### src/design/huffman_code_builder_unit_assert.svh
// ---------------------------------------------------------------------------
// Assertion macros for the Huffman code builder
// Clocked implication checks, disabled while reset is applied.
// ---------------------------------------------------------------------------
`ifndef HUFFMAN_CODE_BUILDER_UNIT_ASSERT_SVH
`define HUFFMAN_CODE_BUILDER_UNIT_ASSERT_SVH

// Same-cycle implication
`define HCB_ASSERT_IMPL(lbl, ante, cons) \
  lbl: assert property (@(posedge clk_i) disable iff (!rst_ni) (ante) |-> (cons)) \
    else $error("hcb assertion failed");

// Next-cycle implication
`define HCB_ASSERT_NEXT(lbl, ante, cons) \
  lbl: assert property (@(posedge clk_i) disable iff (!rst_ni) (ante) |=> (cons)) \
    else $error("hcb assertion failed");

`endif

### src/design/hcb_pkg.sv
// ---------------------------------------------------------------------------
// hcb_pkg
// Shared constants, types and command codes of the Huffman code builder.
// ---------------------------------------------------------------------------
package hcb_pkg;

  localparam int MaxSymbols = 64;
  localparam int SymW       = 8;
  localparam int FreqW      = 16;
  localparam int WeightW    = 22;
  localparam int IdW        = 7;
  localparam int LeafAw     = 6;
  localparam int LenW       = 6;
  localparam int CodeW      = 63;
  localparam int CntW       = 7;
  localparam int ListDepth  = 128;
  localparam int ListAw     = 7;

  typedef struct packed {
    logic [WeightW-1:0] weight;
    logic [IdW-1:0]     id;
  } list_entry_t;

  typedef struct packed {
    logic [IdW-1:0]   id;
    logic [CodeW-1:0] code;
    logic [LenW-1:0]  len;
  } walk_entry_t;

  typedef enum logic [4:0] {
    CMD_NONE,
    CMD_LOAD,
    CMD_INS_READ,
    CMD_INS_SHIFT,
    CMD_INS_PLACE,
    CMD_READ_A,
    CMD_READ_B,
    CMD_MERGE,
    CMD_READ_ROOT,
    CMD_SET_ROOT,
    CMD_READ_SYM,
    CMD_LOAD_OUT,
    CMD_POP_READ,
    CMD_POP_SET,
    CMD_READ_CHILD,
    CMD_PUSH,
    CMD_CLEAR
  } cmd_e;

  typedef struct packed {
    cmd_e op;
  } ctl_t;

  typedef struct packed {
    logic k_eq_head;
    logic shift_ge;
    logic len_ge2;
    logic leaf_full;
    logic cur_leaf;
    logic out_last;
  } stat_t;

endpackage

### src/design/hcb_ctrl.sv
// ---------------------------------------------------------------------------
// hcb_ctrl
// Sequencer for loading, tree build, depth-first walk and result handoff.
// ---------------------------------------------------------------------------
module hcb_ctrl
  import hcb_pkg::*;
(
  input  logic  clk_i,
  input  logic  rst_ni,
  input  logic  s_valid_i,
  input  logic  s_last_i,
  input  logic  m_ready_i,
  input  stat_t stat_i,
  output ctl_t  ctl_o,
  output logic  s_ready_o,
  output logic  m_valid_o
);

  typedef enum logic [3:0] {
    ST_IDLE,
    ST_INS_CHK,
    ST_INS_WAIT,
    ST_BUILD,
    ST_POP_A,
    ST_POP_B,
    ST_ROOT_WAIT,
    ST_WALK,
    ST_SYM_WAIT,
    ST_EMIT,
    ST_CHILD_WAIT,
    ST_POP_WAIT
  } state_e;

  state_e state_q, state_d;
  logic   building_q, building_d;
  logic   last_q, last_d;
  logic   m_valid_q, m_valid_d;
  cmd_e   op;
  state_e after_ins;

  // where to go once an insertion is placed
  assign after_ins = (building_q || last_q) ? ST_BUILD : ST_IDLE;

  // next state and command
  always_comb begin
    state_d    = state_q;
    building_d = building_q;
    last_d     = last_q;
    m_valid_d  = m_valid_q;
    op         = CMD_NONE;
    case (state_q)
      ST_IDLE: begin
        if (s_valid_i) begin
          op         = CMD_LOAD;
          last_d     = s_last_i;
          building_d = 1'b0;
          if (!stat_i.leaf_full) begin
            state_d = ST_INS_CHK;
          end else if (s_last_i) begin
            state_d = ST_BUILD;
          end
        end
      end
      ST_INS_CHK: begin
        if (stat_i.k_eq_head) begin
          op      = CMD_INS_PLACE;
          state_d = after_ins;
        end else begin
          op      = CMD_INS_READ;
          state_d = ST_INS_WAIT;
        end
      end
      ST_INS_WAIT: begin
        if (stat_i.shift_ge) begin
          op      = CMD_INS_SHIFT;
          state_d = ST_INS_CHK;
        end else begin
          op      = CMD_INS_PLACE;
          state_d = after_ins;
        end
      end
      ST_BUILD: begin
        if (stat_i.len_ge2) begin
          op      = CMD_READ_A;
          state_d = ST_POP_A;
        end else begin
          op      = CMD_READ_ROOT;
          state_d = ST_ROOT_WAIT;
        end
      end
      ST_POP_A: begin
        op      = CMD_READ_B;
        state_d = ST_POP_B;
      end
      ST_POP_B: begin
        op         = CMD_MERGE;
        building_d = 1'b1;
        state_d    = ST_INS_CHK;
      end
      ST_ROOT_WAIT: begin
        op      = CMD_SET_ROOT;
        state_d = ST_WALK;
      end
      ST_WALK: begin
        if (stat_i.cur_leaf) begin
          op      = CMD_READ_SYM;
          state_d = ST_SYM_WAIT;
        end else begin
          op      = CMD_READ_CHILD;
          state_d = ST_CHILD_WAIT;
        end
      end
      ST_SYM_WAIT: begin
        op        = CMD_LOAD_OUT;
        m_valid_d = 1'b1;
        state_d   = ST_EMIT;
      end
      ST_EMIT: begin
        if (m_ready_i) begin
          m_valid_d = 1'b0;
          if (stat_i.out_last) begin
            op      = CMD_CLEAR;
            last_d  = 1'b0;
            state_d = ST_IDLE;
          end else begin
            op      = CMD_POP_READ;
            state_d = ST_POP_WAIT;
          end
        end
      end
      ST_POP_WAIT: begin
        op      = CMD_POP_SET;
        state_d = ST_WALK;
      end
      ST_CHILD_WAIT: begin
        op      = CMD_PUSH;
        state_d = ST_WALK;
      end
      default: begin
        state_d = ST_IDLE;
      end
    endcase
  end

  // hold state and registered outputs
  always_ff @(posedge clk_i or negedge rst_ni) begin
    if (!rst_ni) begin
      state_q    <= ST_IDLE;
      building_q <= 1'b0;
      last_q     <= 1'b0;
      m_valid_q  <= 1'b0;
    end else begin
      state_q    <= state_d;
      building_q <= building_d;
      last_q     <= last_d;
      m_valid_q  <= m_valid_d;
    end
  end

  assign ctl_o.op  = op;
  assign s_ready_o = (state_q == ST_IDLE);
  assign m_valid_o = m_valid_q;

endmodule

### config.mk
export PLATFORM = sky130hd
export DESIGN_NAME = hcb_ctrl
export DESIGN_NICKNAME = d
export VERILOG_FILES = /design/src/design/huffman_code_builder_unit_assert.svh /design/src/design/hcb_pkg.sv /design/src/design/hcb_ctrl.sv
export SDC_FILE = /design/constraint.sdc
export NUM_CORES = 1
export LEC_CHECK = 0
export BUFFER_PORTS_ARGS = -buffer_cell sky130_fd_sc_hd__buf_2
export CAP_MARGIN = 20
export CORE_MARGIN = 5
export CORE_UTILIZATION = 45
export CTS_CLUSTER_SIZE = 24
export DETAILED_ROUTE_END_ITERATION = 16
export GPL_TIMING_DRIVEN = 1
export PLACE_DENSITY = 0.71
export SYNTH_ARGS = -nofsm -noshare
export SYNTH_HDL_FRONTEND = slang
export SYNTH_SLANG_ARGS = --single-unit
### constraint.sdc
create_clock -name clk_i -period 1.5 [get_ports clk_i]
set_input_delay 0.3 -clock clk_i [delete_from_list [all_inputs] [get_ports clk_i]]
set_output_delay 0.3 -clock clk_i [all_outputs]
set_load 0.03 [all_outputs]
==> parameters.txt <==
Parameter                              Value

Critical path
  Crit path max-delay family    flip-flops
  Critical-path cell list    buf_4 -> buf_4 -> nand2b_1 -> o2111ai_1 -> nand3_2 -> buf_6
  Crit path launch type    flip-flop
  Number of buffer and inverter instances along the worst setup path    3
  Cell mode on critical path    buf_4
  Crit path largest cell delay    0.47 ns
  Endpoint kind of the worst setup timing path    primary output
  Worst setup path startpoint    state_q[1]
  Arrival time at the worst endpoint    1.56 ns
  R2r startpoint    state_q[0]
  Endpoint required time on the critical path    approximately 1.2 ns
  Critical Path Fanout Max    6
  Crit Path Class    reg2out
  Worst-path cell with the longest stage delay    dfrtp_2

GRT
  Global router's overall resource usage    between 20% and 30%
  Number of antenna violations at the first check in global routing    0
  Sum of overflow across all layers after global routing    0
  Via count of the first global-routing pass    927
  Maximum number of pins on one net before global-route repair    10
  Global-route wire length before repair    between 4000 and 5000 um

Detailed routing
  Number of vias after detailed routing    between 900 and 1,000
  DRC Markers    0
  Number of routed nets with antenna violations    0
  First drt pass iteration count    4
  Wirelength per Cell    18.31 um
  WL final    2783 um
  Iteration-0 DRC Markers    66
  Via-per-instance ratio    6.171

Placed design
  Hpwl dp    1704 um
  Routability Congestion    0.8944
  Number of input and output port buffers inserted    17
  Worst setup slack before clock tree synthesis    -0.1728 ns

Synth
  Cell count after synthesis    90
  Netlist area before placement    681.9 um2
  Most used flip-flop cell after synthesis    dfrtp_1
  Seq cells post-synth    7
  Library cells used by synthesis    36
  Seq/Total Area, Yosys    roughly 26%
  Average cell area after synthesis    7.577 um2
  Number of warnings issued by yosys    0
  Syn nets    101
  Number of synthesized flops with an enable pin    0
  Proportion of synthesized flip-flops having asynchronous set or reset    100.0%

Min path
  Class of the worst hold path    in2reg
  Origin of the worst min-delay path    s_last_i

STA
  Clock Skew    ~0.012 ns
  Final Hold Fails    0
  Slew of the pin with the lowest slew margin    approximately 0.32 ns
  Period utilization    124.2%
  Fin Hold WS    ~0.33 ns
  Final number of max-transition violations    0
  F_max    536.6 MHz
  Tmin final    1.863 ns
  Aggregate negative setup slack    -2.589 ns
  Post-route worst setup slack    -0.3635 ns
  Count of endpoints failing setup in the final report    10
  RSZ-0062 raised after global routing    true
  Worst slew margin    between 70% and 80%

Final layout
  Number of inserted diodes    0
  Fill count    86
  Final-stage net count    148
  Fraction of layout instances using a drive strength above 1    58.82%
  Area Overhead vs Synth    78.90%

Power
  Max VDD drop    1.505 mV
  Leakage power    0.5356 nW
  Sequential power share    14.4%
  Logic gate share of total power    79.5%
  Switching part of the total    47.89%
  Pwr per Cell Area    2431 nW/um2
  Internal power component    approximately 1.5 mW
  Net Switching    1.420 mW
  Portion of total power attributed to the clock network    6.0%

Die
  Die width    48.93 um
  Full die area    between 2000 and 2500 um2
  Vertical die dimension    48.93 um
  Cell Rows    14
  Effective utilization at floorplan    46.34%
  Top Ports    18
  Core Box Area    around 1500 um2

CTS
  Clock Root Buffer    clkbuf_4
  Number of buffers created by CTS    3
  Clock latency on the worst-skew pair    between 0.2 and 0.3 ns
  TritonCTS clock tree    done
  Clock-pin slew reported for the worst setup and hold paths after clock tree synthesis    0.06 ns
  Clk sink count    7
  Level count of the clock H-tree    1
  Worst-case clock buffer depth    2

Status
  Result of the run    complete, but fails checks
  Failing checks    negative setup slack

Flow run
  Count of max-cap constraint violations    0
==> worst min-delay path: stages <==
cell and delay (ns):
buf_2 0.10, nand3_1 0.07, o21ai_0 0.07
==> power by group through the flow <==
stage | clock (mW) | combinational (mW) | sequential [mW]
floorplan | 0 | 1.24 | 0.393
global placement | 0 | 1.69 | 0.426
detailed placement | 0 | 1.72 | 0.425
CTS | 0.181 | 2.03 | 0.412
global route | 0.201 | 2.51 | 0.434
finish | 0.179 | 2.36 | 0.429
==> Yosys cell counts, drive strengths merged (2+ instances only) <==
cell type  count  area share (%)
nand2b         4             3.7
nor2           9             5.0
nor2b          5             4.6
inv            2             1.1
a22o           2             2.6
a21oi         11             8.1
dfrtp          7              26
nor4           2             4.0
o21ai          3             2.2
nand3          3             2.2
buf            7             5.5
or4            2             2.2
nand2         11             6.1
o22ai          2             1.8
o32ai          2             2.6
==> cells by family after synthesis <==
group / synth area share (%)
DFF: 25.69
AOI/OAI and AO/OA: 32.30
muxes: 3.119
and+or+nand+nor: 32.29
buffers and inverters: 6.605
==> metrics by stage <==
stage | cells | area (um2) | power [mW] | utilization, %
floorplan | 90 | 758.2 | 1.629 | -
global placement | 140 | 980.9 | 2.120 | 66.67
detailed placement | 140 | 980.9 | 2.141 | 66.67
CTS | 148 | 1124 | 2.619 | 76.36
global route | 152 | 1220 | 3.147 | 82.91
finish | 152 | 1220 | 2.966 | 82.91
==> area by class of cell <==
cell class / instances / area (um2) / area share [%]
clock buffers: 4 / 26.28 / 2.154
inverters: 2 / 7.507 / 0.6154
multi-input cells: 74 / 588.1 / 48.21
flip-flops and latches: 7 / 178.9 / 14.67
well taps: 16 / 20.02 / 1.641
repair buffers: 49 / 399.1 / 32.72
==> per-layer routing <==
metal / track usage [%] / part of all wire (%) / vias to the layer above
met5: 0 / 0 / -
met4: 7.175 / 0.93 / 0
met3: 5.505 / 7.9 / 2
met2: 36.52 / 52 / 61
met1: 27.56 / 39 / 445
li1: - / - / 430
==> sequential cells by signal (all words and copies together), names as in the netlist <==
| name | count |
|---|---|
| last_q | 1 |
| building_q | 1 |
| m_valid_o | 1 |
| state_q | 4 |
==> what timing repair did <==
item | 4_1_cts | 5_1_grt
gates resized for setup | 28 | 19
endpoints found under the setup margin | 10 | 10
pin swaps | 3 | 3
endpoints found under the hold margin | 7 | 0
buffers inserted | 3 | 4
hold buffers | 1 | 0
==> worst paths after layout <==
kind	endpoint	slack [ns]	cells past startpoint
setup / recovery	ctl_o[0]	-0.36	6
hold / removal	last_q	0.33	3
setup reg to reg	state_q[3]	-0.30	5
hold reg to reg	m_valid_o	0.51	2
max in group asynchronous	state_q[1]	0.92	2
min in group asynchronous	m_valid_o	0.40	2
==> cells in the final DEF (no fill, tap or decap), types with 4 or more instances in the layout <==
master	netlist	final
buf_4	1	23
a21oi_1	11	5
nand2_1	11	10
nand2b_1	4	4
nor2_1	9	5
dfrtp_1	7	4
buf_2	6	11
a21oi_2	0	4
buf_6	0	13
(Power assumes the default switching activity.)
